**src/hw/rtl/ptt_pkg.sv**
```systemverilog
// Shared constants, codes and interface types of the periodic task timer table.
// Used by the controller, the datapath and the top level; depends on nothing else.
package ptt_pkg;

	localparam int SLOT_COUNT = 8;
	localparam int IDX_W = (SLOT_COUNT > 1) ? $clog2(SLOT_COUNT) : 1;

	localparam int MODE_W = 3;
	localparam int TASK_W = 8;
	localparam int PERIOD_W = 16;
	localparam int RSLOT_W = 3;
	localparam int STATE_W = 2;

	localparam logic [MODE_W-1:0] MODE_ADD      = 3'd0;
	localparam logic [MODE_W-1:0] MODE_DELETE   = 3'd1;
	localparam logic [MODE_W-1:0] MODE_QUERY    = 3'd2;
	localparam logic [MODE_W-1:0] MODE_TICK     = 3'd3;
	localparam logic [MODE_W-1:0] MODE_DISPATCH = 3'd4;

	localparam logic [STATE_W-1:0] TSTATE_STOPPED   = 2'd0;
	localparam logic [STATE_W-1:0] TSTATE_READY     = 2'd1;
	localparam logic [STATE_W-1:0] TSTATE_NOT_FOUND = 2'd2;

	// Commands from the controller to the datapath.
	typedef struct packed {
		logic load;
		logic step;
		logic finish;
	} cmd_t;

	// Status from the datapath to the controller.
	typedef struct packed {
		logic due;
		logic pend_valid;
		logic out_free;
		logic idx_last;
	} stat_t;

	// Slot index as reported on the result port: its low bits, zero extended.
	function automatic logic [RSLOT_W-1:0] slot_code(input logic [IDX_W-1:0] idx);
		logic [IDX_W+RSLOT_W-1:0] wide;
		wide = {{RSLOT_W{1'b0}}, idx};
		return wide[RSLOT_W-1:0];
	endfunction

endpackage

```
**src/hw/rtl/periodic_task_timer_table.sv**
```systemverilog
// Periodic task timer table: top level joining the controller and the datapath.
// A single result, or the final result of a dispatch, is loaded into the output
// register in the finish state after the scan; earlier dispatch announcements come
// out during the scan, which holds while one waits in the output and another is due.
// Items are taken one at a time; the scan visits one slot a cycle unless held.
// Reset (arst_n low) stops every slot, clears every id to zero and empties the output.
module periodic_task_timer_table (
	input  logic                             clk,
	input  logic                             arst_n,
	input  logic                             in_valid,
	output logic                             in_ready,
	input  logic [ptt_pkg::MODE_W-1:0]       mode,
	input  logic [ptt_pkg::TASK_W-1:0]       task_id,
	input  logic [ptt_pkg::PERIOD_W-1:0]     period,
	output logic                             out_valid,
	input  logic                             out_ready,
	output logic [ptt_pkg::TASK_W-1:0]       result_task,
	output logic [ptt_pkg::RSLOT_W-1:0]      result_slot,
	output logic [ptt_pkg::STATE_W-1:0]      task_state,
	output logic                             fired,
	output logic                             last
);

	ptt_pkg::cmd_t  cmd;
	ptt_pkg::stat_t stat;

	ptt_ctrl u_ctrl (
		.clk      (clk),
		.arst_n   (arst_n),
		.in_valid (in_valid),
		.in_ready (in_ready),
		.stat     (stat),
		.cmd      (cmd)
	);

	ptt_dp u_dp (
		.clk         (clk),
		.arst_n      (arst_n),
		.cmd         (cmd),
		.stat        (stat),
		.mode        (mode),
		.task_id     (task_id),
		.period      (period),
		.out_valid   (out_valid),
		.out_ready   (out_ready),
		.result_task (result_task),
		.result_slot (result_slot),
		.task_state  (task_state),
		.fired       (fired),
		.last        (last)
	);

endmodule

```
**src/hw/rtl/ptt_ctrl.sv**
```systemverilog
// Sequencing controller of the periodic task timer table.
// Depends on ptt_pkg for the command and status types.
module ptt_ctrl (
	input  logic           clk,
	input  logic           arst_n,
	input  logic           in_valid,
	output logic           in_ready,
	input  ptt_pkg::stat_t stat,
	output ptt_pkg::cmd_t  cmd
);

	typedef enum logic [1:0] {
		S_IDLE,
		S_SCAN,
		S_FINISH
	} state_t;

	state_t state_q;

	always_comb begin
		in_ready = (state_q == S_IDLE);
		cmd.load = in_ready && in_valid;
		// A due slot needs the output register when a fired result is already pending.
		cmd.step = (state_q == S_SCAN) &&
			!(stat.due && stat.pend_valid && !stat.out_free);
		cmd.finish = (state_q == S_FINISH) && stat.out_free;
	end

	always_ff @(posedge clk or negedge arst_n) begin
		if (!arst_n) begin
			state_q <= S_IDLE;
		end else begin
			unique case (state_q)
				S_IDLE: begin
					if (cmd.load) state_q <= S_SCAN;
				end
				S_SCAN: begin
					if (cmd.step && stat.idx_last) state_q <= S_FINISH;
				end
				S_FINISH: begin
					if (cmd.finish) state_q <= S_IDLE;
				end
				default: state_q <= S_IDLE;
			endcase
		end
	end

endmodule

```
**src/hw/rtl/ptt_dp.sv**
```systemverilog
// Datapath of the periodic task timer table: slot table, scan index, pending
// dispatch result and output register. Depends on ptt_pkg.
module ptt_dp (
	input  logic                             clk,
	input  logic                             arst_n,
	input  ptt_pkg::cmd_t                    cmd,
	output ptt_pkg::stat_t                   stat,
	input  logic [ptt_pkg::MODE_W-1:0]       mode,
	input  logic [ptt_pkg::TASK_W-1:0]       task_id,
	input  logic [ptt_pkg::PERIOD_W-1:0]     period,
	output logic                             out_valid,
	input  logic                             out_ready,
	output logic [ptt_pkg::TASK_W-1:0]       result_task,
	output logic [ptt_pkg::RSLOT_W-1:0]      result_slot,
	output logic [ptt_pkg::STATE_W-1:0]      task_state,
	output logic                             fired,
	output logic                             last
);

	logic [ptt_pkg::TASK_W-1:0]   ids_q    [ptt_pkg::SLOT_COUNT];
	logic [ptt_pkg::PERIOD_W-1:0] cd_q     [ptt_pkg::SLOT_COUNT];
	logic [ptt_pkg::PERIOD_W-1:0] reload_q [ptt_pkg::SLOT_COUNT];
	logic [ptt_pkg::SLOT_COUNT-1:0] ready_q;

	logic [ptt_pkg::MODE_W-1:0]   mode_q;
	logic [ptt_pkg::TASK_W-1:0]   id_q;
	logic [ptt_pkg::PERIOD_W-1:0] per_q;
	logic [ptt_pkg::STATE_W-1:0]  st_q;
	logic [ptt_pkg::IDX_W-1:0]    idx_q;
	logic                         found_q;

	logic                         pend_valid_q;
	logic [ptt_pkg::TASK_W-1:0]   pend_task_q;
	logic [ptt_pkg::IDX_W-1:0]    pend_slot_q;

	logic                         out_valid_q;
	logic [ptt_pkg::TASK_W-1:0]   out_task_q;
	logic [ptt_pkg::RSLOT_W-1:0]  out_slot_q;
	logic [ptt_pkg::STATE_W-1:0]  out_state_q;
	logic                         out_fired_q;
	logic                         out_last_q;

	logic                         rd_ready;
	logic [ptt_pkg::TASK_W-1:0]   rd_id;
	logic [ptt_pkg::PERIOD_W-1:0] rd_cd;
	logic                         match;
	logic                         due;
	logic                         add_hit;
	logic                         out_free;

	always_comb begin
		rd_ready = ready_q[idx_q];
		rd_id = ids_q[idx_q];
		rd_cd = cd_q[idx_q];
		match = (rd_id == id_q);
		due = (mode_q == ptt_pkg::MODE_DISPATCH) && rd_ready &&
			(rd_cd == '0);
		add_hit = (mode_q == ptt_pkg::MODE_ADD) && !found_q && !rd_ready;
		out_free = !out_valid_q || out_ready;
		stat.due = due;
		stat.pend_valid = pend_valid_q;
		stat.out_free = out_free;
		stat.idx_last = (idx_q == ptt_pkg::IDX_W'(ptt_pkg::SLOT_COUNT - 1));
	end

	// Control state and the slot fields whose reset value is visible.
	always_ff @(posedge clk or negedge arst_n) begin
		if (!arst_n) begin
			for (int i = 0; i < ptt_pkg::SLOT_COUNT; i++) begin
				ids_q[i] <= '0;
			end
			ready_q <= '0;
			idx_q <= '0;
			found_q <= 1'b0;
			pend_valid_q <= 1'b0;
			out_valid_q <= 1'b0;
		end else begin
			if (cmd.load) begin
				idx_q <= '0;
				found_q <= 1'b0;
				pend_valid_q <= 1'b0;
			end else if (cmd.step) begin
				idx_q <= idx_q + 1'b1;
				case (mode_q)
					ptt_pkg::MODE_ADD: begin
						if (add_hit) begin
							ids_q[idx_q] <= id_q;
							ready_q[idx_q] <= 1'b1;
							found_q <= 1'b1;
						end
					end
					ptt_pkg::MODE_DELETE: begin
						if (!found_q && match) begin
							ready_q[idx_q] <= 1'b0;
							found_q <= 1'b1;
						end
					end
					ptt_pkg::MODE_QUERY: begin
						if (match) found_q <= 1'b1;
					end
					ptt_pkg::MODE_DISPATCH: begin
						if (due) pend_valid_q <= 1'b1;
					end
					default: begin
					end
				endcase
			end else if (cmd.finish) begin
				pend_valid_q <= 1'b0;
			end

			if ((cmd.step && due && pend_valid_q) || cmd.finish) begin
				out_valid_q <= 1'b1;
			end else if (out_ready) begin
				out_valid_q <= 1'b0;
			end
		end
	end

	// Payload registers.
	always_ff @(posedge clk) begin
		if (cmd.load) begin
			mode_q <= mode;
			id_q <= task_id;
			per_q <= period;
			st_q <= (mode == ptt_pkg::MODE_QUERY) ? ptt_pkg::TSTATE_NOT_FOUND
				: ptt_pkg::TSTATE_STOPPED;
		end else if (cmd.step) begin
			case (mode_q)
				ptt_pkg::MODE_ADD: begin
					if (add_hit) begin
						cd_q[idx_q] <= per_q;
						reload_q[idx_q] <= per_q;
					end
				end
				ptt_pkg::MODE_QUERY: begin
					if (!found_q && match) begin
						st_q <= rd_ready ? ptt_pkg::TSTATE_READY
							: ptt_pkg::TSTATE_STOPPED;
					end
				end
				ptt_pkg::MODE_TICK: begin
					if (rd_ready) cd_q[idx_q] <= rd_cd - 1'b1;
				end
				ptt_pkg::MODE_DISPATCH: begin
					if (due) begin
						cd_q[idx_q] <= reload_q[idx_q];
						pend_task_q <= rd_id;
						pend_slot_q <= idx_q;
						// The earlier fired slot is now known not to be the final one.
						if (pend_valid_q) begin
							out_task_q <= pend_task_q;
							out_slot_q <= ptt_pkg::slot_code(pend_slot_q);
							out_state_q <= ptt_pkg::TSTATE_STOPPED;
							out_fired_q <= 1'b1;
							out_last_q <= 1'b0;
						end
					end
				end
				default: begin
				end
			endcase
		end else if (cmd.finish) begin
			out_last_q <= 1'b1;
			if (pend_valid_q) begin
				out_task_q <= pend_task_q;
				out_slot_q <= ptt_pkg::slot_code(pend_slot_q);
				out_state_q <= ptt_pkg::TSTATE_STOPPED;
				out_fired_q <= 1'b1;
			end else begin
				out_task_q <= id_q;
				out_slot_q <= '0;
				out_state_q <= st_q;
				out_fired_q <= 1'b0;
			end
		end
	end

	assign out_valid = out_valid_q;
	assign result_task = out_task_q;
	assign result_slot = out_slot_q;
	assign task_state = out_state_q;
	assign fired = out_fired_q;
	assign last = out_last_q;

endmodule

```
**config.mk**
```make
export PLATFORM = sky130hd
export DESIGN_NAME = periodic_task_timer_table
export DESIGN_NICKNAME = d
export VERILOG_FILES = /design/src/hw/rtl/ptt_pkg.sv /design/src/hw/rtl/periodic_task_timer_table.sv /design/src/hw/rtl/ptt_ctrl.sv /design/src/hw/rtl/ptt_dp.sv
export SDC_FILE = /design/constraint.sdc
export NUM_CORES = 1
export LEC_CHECK = 0
export BUFFER_PORTS_ARGS = -buffer_cell sky130_fd_sc_hd__clkbuf_2
export CAP_MARGIN = 25
export CORE_MARGIN = 2
export CORE_UTILIZATION = 50
export CTS_CLUSTER_SIZE = 16
export DETAILED_ROUTE_END_ITERATION = 10
export HOLD_SLACK_MARGIN = 0.05
export PLACE_DENSITY = 0.74
export SLEW_MARGIN = 20
export SYNTH_ARGS = -nofsm -noshare
export SYNTH_HDL_FRONTEND = slang
export SYNTH_SLANG_ARGS = --single-unit
```
**constraint.sdc**
```tcl
create_clock -name clk -period 5.1 [get_ports clk]
set_clock_uncertainty 0.15 [all_clocks]
set_input_delay 0 -clock clk [delete_from_list [all_inputs] [get_ports clk]]
set_output_delay 0 -clock clk [all_outputs]
set_load 0.02 [all_outputs]
```
**Yosys cells after proc, flatten, opt, wreduce, memory -nomap -nowiden**

Memories as Yosys holds them, arrays and structs flattened.
Index checks and enable logic that the tools add are counted.

- Register bits: 135
- Memory bits (writable): 256
- Bits of input ports: 31
- Output and inout port bits: 17
- Memories: 2

- Add/subtract/negate cells: 2
- $lt $le $gt $ge: 4
- Eq/ne operators: 22
- Mux-type cells: 84
- Bitwise operators: 7
- Reduce and logical (&&, ||, !) cells: 41

Memories:

| name | words | width | read ports | clocked after memory_dff | wr ports | RTL line | RTL |
|---|---|---|---|---|---|---|---|
| u_dp.cd_q | 8 | 16 | 1 | 0 | 1 | ptt_dp.sv:21 | `logic [ptt_pkg::PERIOD_W-1:0] cd_q [ptt_pkg::SLOT_COUNT];` |
| u_dp.reload_q | 8 | 16 | 1 | 0 | 1 | ptt_dp.sv:22 | `logic [ptt_pkg::PERIOD_W-1:0] reload_q [ptt_pkg::SLOT_COUNT];` |

Operator list:

| operator | number |
|---|---|
| $mux 8 | 11 |
| $bwmux 64 | 1 |
| $mux 1 | 41 |
| $mux 16 | 2 |
| $mux 2 | 14 |
| $bmux 8 s3 | 1 |
| $demux 8 s3 | 1 |
| $mux 3 | 8 |
| $logic_not 16->1 | 1 |
| $pmux 8 s2 | 1 |
| $sub 16x1->16 const B | 1 |
| $logic_and 1x1->1 | 15 |
| $ne 3x2->1 const B | 5 |
| $reduce_and 5->1 | 3 |
| $ne 2x1->1 const B | 7 |
| $reduce_bool 2->1 | 6 |
| $eq 3x2->1 const B | 3 |
| $reduce_and 3->1 | 3 |
| $and 8x8->8 | 1 |
| $eq 8x8->1 | 1 |
| $not 8->8 | 1 |
| $or 8x8->8 | 1 |
| $reduce_and 4->1 | 2 |
| $eq 3x3->1 const B | 2 |
| other kinds (22) | 28 |

**Logic depth before layout (Yosys ltp)**

Gate-level depths: netlist (run 1).

- Depth in word-level cells: 13
- Mapped depth: 16
- Depth with buffers taken out: 10

**Cells and area by module**

A second synthesis (run 1) with hierarchy kept.

- Cell total of the unflattened synthesis: 945
- Area, all modules: 16,438.3 µm²

By module, submodules not included:

| module | times used | cells an instance | area each (µm²) | seq. area each (µm²) |
|---|---|---|---|---|
| ptt_dp | 1 | 931 | 16,315.6 | 11,290.8 |
| ptt_ctrl | 1 | 14 | 122.6 | 50.0 |

**Worst setup path after synthesis (run 1)**

No wires, ideal clock.

- Path kind: reg2reg
- Start point: register u_dp.idx_q[1] (netlist bit)
- End point: memory u_dp.cd_q[0][0] (netlist bit), enable pin
- Library setup time: 409 ps
- Arrival time: 4,271 ps
- Data required time: 4,541 ps
- Setup slack: 270 ps
- Stages on the path, launching flop included: 15
- Path buffers: 4
- Period minus slack after synthesis: 4,830 ps
- Path through: dfrtp_1 > buf_6 > buf_8 > buf_6 > mux2_4 > a221o_1 > a222oi_1 > ha_1 > nand3_1 > a221oi_1 > and4_1 > and4_1 > buf_2 > a21oi_1 > nor3_1

- Word-level cells in the longest chain between the ends: 13

Ends and longest elaborated chain:

| element | RTL line | RTL |
|---|---|---|
| start, declared | ptt_dp.sv:29 | `logic [ptt_pkg::IDX_W-1:0] idx_q;` |
| start signal, assigned | ptt_dp.sv:83 | `idx_q <= idx_q + 1'b1;` |
| branches (longest 13 deep; another with $mem_v2 8x16) | - |  |
| end, declared | ptt_dp.sv:21 |  |

Several ways; the timed one is not identified. The select of a mux whose other input is x is not followed.

==> metrics.txt, run 1 <==
status completed; final period utilization between 80% and 90%; critical path startpoint category register; Syn Nets around 1.0k; Skew-Pair Late Insertion Delay roughly 530 ps; Max Slew Vio Count 0; Final setup viols 0; Area contributors post-synth edfxtp_1, dfrtp_1, mux2_2, mux2i_1, mux4_2; WP data arrival roughly 4800 ps; synthesized area per cell between 15 and 20 µm²; Synth Area in Adders less than 1%; first-pass GRT wire length 59,430 µm; Leak Pwr roughly 7 nW; Distinct cells, synth roughly 70; row count 66; Critical Path Max Stage Delay roughly 650 ps; Post-route DRC 0; critical-path cell with the highest stage delay dfrtp_4; routed len/inst approximately 25 µm; Clock Path Buffers 3; setup bufs post-CTS 0; gr ovfl total 0; Fin Setup TNS 0 ps; endpoint type of the worst setup path register; Synth Warn # 0; full die area 34,530 µm²; Synth top cells by count edfxtp_1, mux2_2, dfrtp_1, mux2i_1, nand2_1; Worst Hold Class in -> reg; mux share of post-synthesis cell area approximately 15%; Post-DP Area 17,430 µm²; Worst path most repeated cell buf_4; Multi-input gate area a little under 5000 µm²; I/O pin total 48; die extent in x between 150 and 200 µm; Worst Path Required ~5400 ps; gpl congestion around 0.89; Int Pwr 0.006869 W; Post-Synthesis Cells ~1k; post-route minimum period 4517 ps; Crit Path Class reg -> reg; Initial Utilization 50.80%; drt pass-1 iters 5; RSZ-0062 raised after global routing no; Combinational Power Share roughly a third; Slew HR a little under 30%; PD cells about 540 nW/µm²; nets about 1.2k; post-synth design cell area ~17,000 µm²; maximum fanout along the worst path 33; # clock sinks around 390; # diodes 0; worst-path cell chain buf_4, buf_4, and2_0, a22o_1, nor3_1, nand4b_1, nor4_2, nand3_1, o32a_1; Peak Freq approximately 0.22 GHz; Post-synth EDFFs approximately 310; Max-Cap Viols 0; Finished Layout Cells 1,608; routed via count between 9k and 10k; dpl cells roughly 1.5k; XOR/XNOR Fraction of Synth Area less than 1%; H-tree Lvls 2; Synth area leader edfxtp_1; Die Ht ~190 µm; post-route cell area between 15,000 and 20,000 µm²; port bufs 47; initial antenna violation count 0; sequential share of the synthesized area 68.61%; P_sw between 0.003 and 0.004 W; area grow syn2layout 15.81%; CTS tree done; DRT iter0 DRCs 1,181; final-layout fill cell count 2,460; Num CTS Buffers 40; Yosys top cell area share a little under three fifths; Clk Tree Root Cell clkbuf_16; register area around 11,000 µm²; vias in the first global route ~9.8k; Global Route Usage Sum a little under a quarter; Top FF cell, synth edfxtp_1; Fin. Hold Viols 0; share of layout cells above drive strength 1 between 20% and 30%; Vias/cell 6.054; hpwl dp about 25,000 µm; drt total wl about 40,000 µm; switching share of total power about a third; ys async rst share 20.46%; FF+latch count, synth ~390; largest family of logic cells by synthesized area multiplexers; core footprint between 30,000 and 40,000 µm²; clock group share of total power 26.0%; simple-gate area share of the yosys netlist under 10%; Synth Area in Compound Gates roughly 7%; largest net degree at the start of global routing 81; most frequent cell after synthesis edfxtp_1; CTS resizes 0; register share of total power 42.2%; IR drop worst, VDD around 0.27 mV; Reg clk slew, reported paths 70 ps; Worst-Margin Slew ~1100 ps; ANT nets after route 0
-- layer usage --
metal / GRT usage [%] / part of all wire (%) / up-vias / wire [µm]
met3: 5.302 / 8.2 / 82 / 3241
met4: 8.567 / 3.1 / 0 / 1239
met5: 0 / 0 / - / 0
li1: - / - / 4249 / -
met1: 31.63 / 41 / 4960 / 16010
met2: 37.90 / 48 / 444 / 19000
-- area by class of cell --
class | instances | share of cell area [%]
Sequential cell | 391 | 59.27
Multi-Input combinational cell | 546 | 25.50
Timing Repair Buffer | 147 | 5.941
Clock buffer | 58 | 5.850
Tap cell | 442 | 2.889
Clock inverter | 13 | 0.3333
Inverter | 11 | 0.2157
-- power by group through the flow --
stage	combinational (W)	clock (W)	sequential (W)
3_3_place_gp	0.00316	0	0.00439
5_1_grt	0.00353	0.00283	0.00440
6_report	0.00328	0.00268	0.00436
2_1_floorplan	0.00242	0	0.00419
4_1_cts	0.00325	0.00270	0.00435
3_5_place_dp	0.00319	0	0.00441
-- cell families (layout without fill, tap and decap cells) --
group,after synthesis,in the layout
flip-flops,391,391
multiplexers,200,200
AND/OR/NAND/NOR,173,173
AO/OA/AOI/OAI,157,157
buffers and inverters,67,229
XOR/XNOR,12,12
adder cells (fa/ha/maj),4,4
-- registers in the layout, indices dropped and copies added, names as in the netlist, named ones only --
signal,flops
u_dp.pend_slot_q,3
u_dp.out_valid,1
u_dp.pend_task_q,8
u_dp.reload_q,128
u_dp.last,1
u_dp.ids_q,64
u_dp.task_state,2
u_dp.st_q,2
u_dp.idx_q,3
u_dp.found_q,1
u_dp.fired,1
u_dp.id_q,8
u_dp.result_slot,3
u_dp.result_task,8
u_dp.mode_q,3
u_dp.pend_valid_q,1
u_ctrl.state_q,2
u_dp.per_q,16
u_dp.cd_q,128
-- worst paths after layout --
kind / cells after the start / slack [ps] / end / from
max reg2reg: 9 / 580 / register / u_dp.idx_q[2]$_DFFE_PN0P_
min in group asynchronous: 3 / 450 / u_dp.ids_q[45]$_DFFE_PN0P_ / arst_n
min: 2 / 70 / u_dp.per_q[15]$_DFFE_PP_ / period[15]
min reg2reg: 1 / 350 / u_dp.ids_q[29]$_DFFE_PN0P_ / u_dp.ids_q[29]$_DFFE_PN0P_
max in group asynchronous: 3 / 3740 / u_dp.idx_q[2]$_DFFE_PN0P_ / arst_n
max: 9 / 580 / register / u_dp.idx_q[2]$_DFFE_PN0P_
-- what timing repair did --
action	4_1_cts	5_1_grt
setup endpoints to repair	0	0
hold buffers	52	1
hold endpoints to repair	124	77
-- worst max-delay path, delay by kind of cell (launching register included) --
family | cells | cell delay, ps
flip-flops | 1 | 650
AND/OR/NAND/NOR | 5 | 1860
buffers and inverters | 2 | 960
AO/OA/AOI/OAI | 2 | 690
-- layout by cell type (no fill, tap or decap), types with 7 or more instances in the layout --
| cell | synthesis | final |
|---|---|---|
| dlygate4sd3_1 | 0 | 53 |
| clkbuf_2 | 0 | 46 |
| a22o_1 | 7 | 7 |
| a221oi_1 | 23 | 23 |
| o21ai_0 | 19 | 19 |
| mux2i_1 | 63 | 63 |
| nor2_1 | 38 | 37 |
| clkbuf_16 | 0 | 41 |
| a22oi_1 | 23 | 23 |
| nor2b_1 | 14 | 14 |
| a21oi_1 | 19 | 19 |
| inv_1 | 9 | 9 |
| mux2_2 | 103 | 103 |
| xor2_1 | 7 | 7 |
| clkinv_1 | 1 | 7 |
| mux4_2 | 26 | 26 |
| o22ai_1 | 8 | 8 |
| dfrtp_1 | 80 | 77 |
| edfxtp_1 | 311 | 311 |
| o21a_1 | 13 | 13 |
| and2_1 | 8 | 8 |
| clkbuf_1 | 26 | 14 |
| nand2_1 | 40 | 40 |
| buf_4 | 10 | 46 |
-- per-stage QoR --
| stage | hold slack, ps | util (%) | setup slack, ps | total power [W] |
|---|---|---|---|---|
| floorplan | -445.6 | - | 269.5 | 0.006614 |
| global placement | 27.01 | 53.56 | 778.3 | 0.007548 |
| detailed placement | 28.62 | 53.56 | 722.1 | 0.007605 |
| CTS | 53.94 | 58.79 | 668.5 | 0.01030 |
| global route | 75.97 | 58.84 | 365.3 | 0.01076 |
| finish | 65.41 | 58.84 | 583.4 | 0.01032 |
No activity file was read; power rests on OpenSTA's default activity.
==> run 2: changes to the inputs <==
- clock period: 5.1 -> 3.8 ns (I/O delays scaled with it)
==> run 2 against run 1 <==
Compared with the run above: flip-flop and latch count unchanged; combinational power up 55%; largest power group unchanged; clock-buffer cell count fell by 6; non-clock buffer count increased by 43.
==> metrics.txt, run 2 (synthesis gave the netlist of run 1 again) <==
WP data arrival 3810 ps (-970 ps); endpoint type of the worst setup path register; critical path startpoint category register; IR drop worst, VDD 0.3970 mV (+46%); Clk Tree Root Cell clkbuf_16; Reg clk slew, reported paths 60 ps (about the same); Clock Path Buffers 3 (unchanged); most frequent cells in the layout edfxtp_1, mux2_2, dfrtp_1; final-layout fill cell count 2,351 (-4.4%); share of layout cells above drive strength 1 31.02% (+4.5 points); commonest non-fill, non-tap cell in the layout edfxtp_1; Initial Utilization 50.80% (unchanged); Max-Cap Viols 0 (unchanged); die extent in x 185.8 µm (unchanged); Final Util 61.39% (+2.5 points); RSZ-0062 raised after global routing no; post-route cell area 19,970 µm² (+4.3%); post-route minimum period 3642 ps (-874.2 ps); Crit Path Class reg -> reg; setup slack, reg-to-reg 160 ps (-430 ps); area grow syn2layout 20.83%; row count 66 (unchanged); Vias/cell 6.094 (+0.66%); port bufs 47 (unchanged); initial antenna violation count 0 (unchanged); routed via count 10.08k (+3.5%); drt total wl 42,100 µm (+6.6%); core footprint 32,540 µm² (unchanged); Global Route Usage Sum 24.98% (+1.4 points); gpl congestion 0.9266 (+4.1%); I/O pin total 48 (unchanged); H-tree Lvls 2 (unchanged); Reg-to-Reg End u_dp.cd_q[6][6]$_DFFE_PP_; Post-DP Area 17,960 µm² (+3.1%); # clock sinks 391 (unchanged); PD cells 746.8 nW/µm² (+39%); Final setup viols 0 (unchanged); Leak Pwr 7.266 nW (+5.4%); vias in the first global route 10.32k (+5.1%); hold_sp period[12]; Post-route DRC 0 (unchanged); Fin. Hold Viols 0 (unchanged); Slew HR 52.40% (+23 points); R2R Path Start u_dp.idx_q[1]$_DFFE_PN0P_; full die area 34,530 µm² (unchanged); crit path from u_dp.idx_q[1]$_DFFE_PN0P_; Num CTS Buffers 40 (unchanged); drt pass-1 iters 5 (unchanged); Max Slew Vio Count 0 (unchanged); largest net degree at the start of global routing 50 (-38%); gr ovfl total 0 (unchanged); CTS tree done; DRT iter0 DRCs 884 (-25%); Worst Hold Class in -> reg; hold path cells 2 (unchanged); routed len/inst 25.45 µm (+3.6%); Worst-Margin Slew 714.0 ps (-339.1 ps); Worst Path Required 3960 ps (-1400 ps); Skew-Pair Late Insertion Delay 550 ps (+20 ps); nets 1,215 (+3.7%); Hold WS 103.3 ps (+37.92 ps); status completed; final period utilization 95.85% (+7.3 points); Peak Freq 0.2745 GHz (+24%); # diodes 0 (unchanged); Top Registers u_dp.cd_q x128, u_dp.reload_q x128, u_dp.ids_q x64; Die Ht 185.8 µm (unchanged); R2R depth 9 (unchanged); ANT nets after route 0 (unchanged); hpwl dp 27,570 µm (+8.9%); Hold EP u_dp.per_q[12]$_DFFE_PP_; maximum fanout along the worst path 11 (-67%); first-pass GRT wire length 63,040 µm (+6.1%)
-- run 2: what timing repair did --
| action | 4_1_cts | 5_1_grt |
|---|---|---|
| gates resized for setup | 0 | 3 |
| endpoints found under the setup margin | 0 | 159 |
| hold endpoints to repair | 133 | 0 |
| hold buffers | 58 | 0 |
| buffers inserted | 0 | 2 |
-- run 2: worst max-delay path by stage --
stage                                     end  slack (ps)  cells after the start
CTS                 u_dp.cd_q[2][6]$_DFFE_PP_          90                      9
global route        u_dp.cd_q[3][9]$_DFFE_PP_           1                     12
floorplan           u_dp.cd_q[0][0]$_DFFE_PP_        -310                     14
global placement    u_dp.cd_q[0][3]$_DFFE_PP_         240                      9
detailed placement  u_dp.cd_q[0][3]$_DFFE_PP_         160                      9
finish              u_dp.cd_q[6][6]$_DFFE_PP_         160                      9
-- run 2: critical path, cell delays in order, from the launching register on --
cell      delay, ps
dfrtp_2         480
buf_12          190
mux4_2          520
mux2_2          320
a211oi_2        260
nand3_1         160
a2111o_1        450
nor3b_2         270
buf_4           250
o21a_1          330
-- run 2: area by class of cell --
type / count / area (µm²) / area share, %
Tap cell: 442 / 553.0 / 2.769
Timing Repair Buffer: 190 / 1653 / 8.275
Clock inverter: 22 / 284.0 / 1.422
Multi-Input combinational cell: 546 / 4987 / 24.97
Inverter: 11 / 41.29 / 0.2067
Sequential cell: 391 / 11350 / 56.81
Clock buffer: 52 / 1107 / 5.544
-- run 2: report_power, final --
part	leakage, nW	switching, W	internal (W)
sequential	3.86	0.000387	0.00534
combinational	2.74	0.00301	0.00210
clock	0.672	0.00166	0.00242
-- run 2: routing by layer --
metal / GRT usage (%) / part of all wire (%) / vias up
met1: 33.04 / 41 / 5209
met4: 9.512 / 3.7 / 0
met3: 4.559 / 6.9 / 98
li1: - / - / 4335
met5: 0 / 0 / -
met2: 41.37 / 49 / 438
-- run 2: per-stage QoR --
stage | instances | TNS [ps] | total power, W | worst slack, ps
3_3_place_gp | 1520 | 0 | 0.01063 | 242.5
3_5_place_dp | 1520 | 0 | 0.01074 | 157.5
6_report | 1654 | 0 | 0.01492 | 157.5
5_1_grt | 1654 | 0 | 0.01547 | 1.080
2_1_floorplan | 1004 | -22620 | 0.008958 | -306.0
4_1_cts | 1652 | 0 | 0.01488 | 91.35
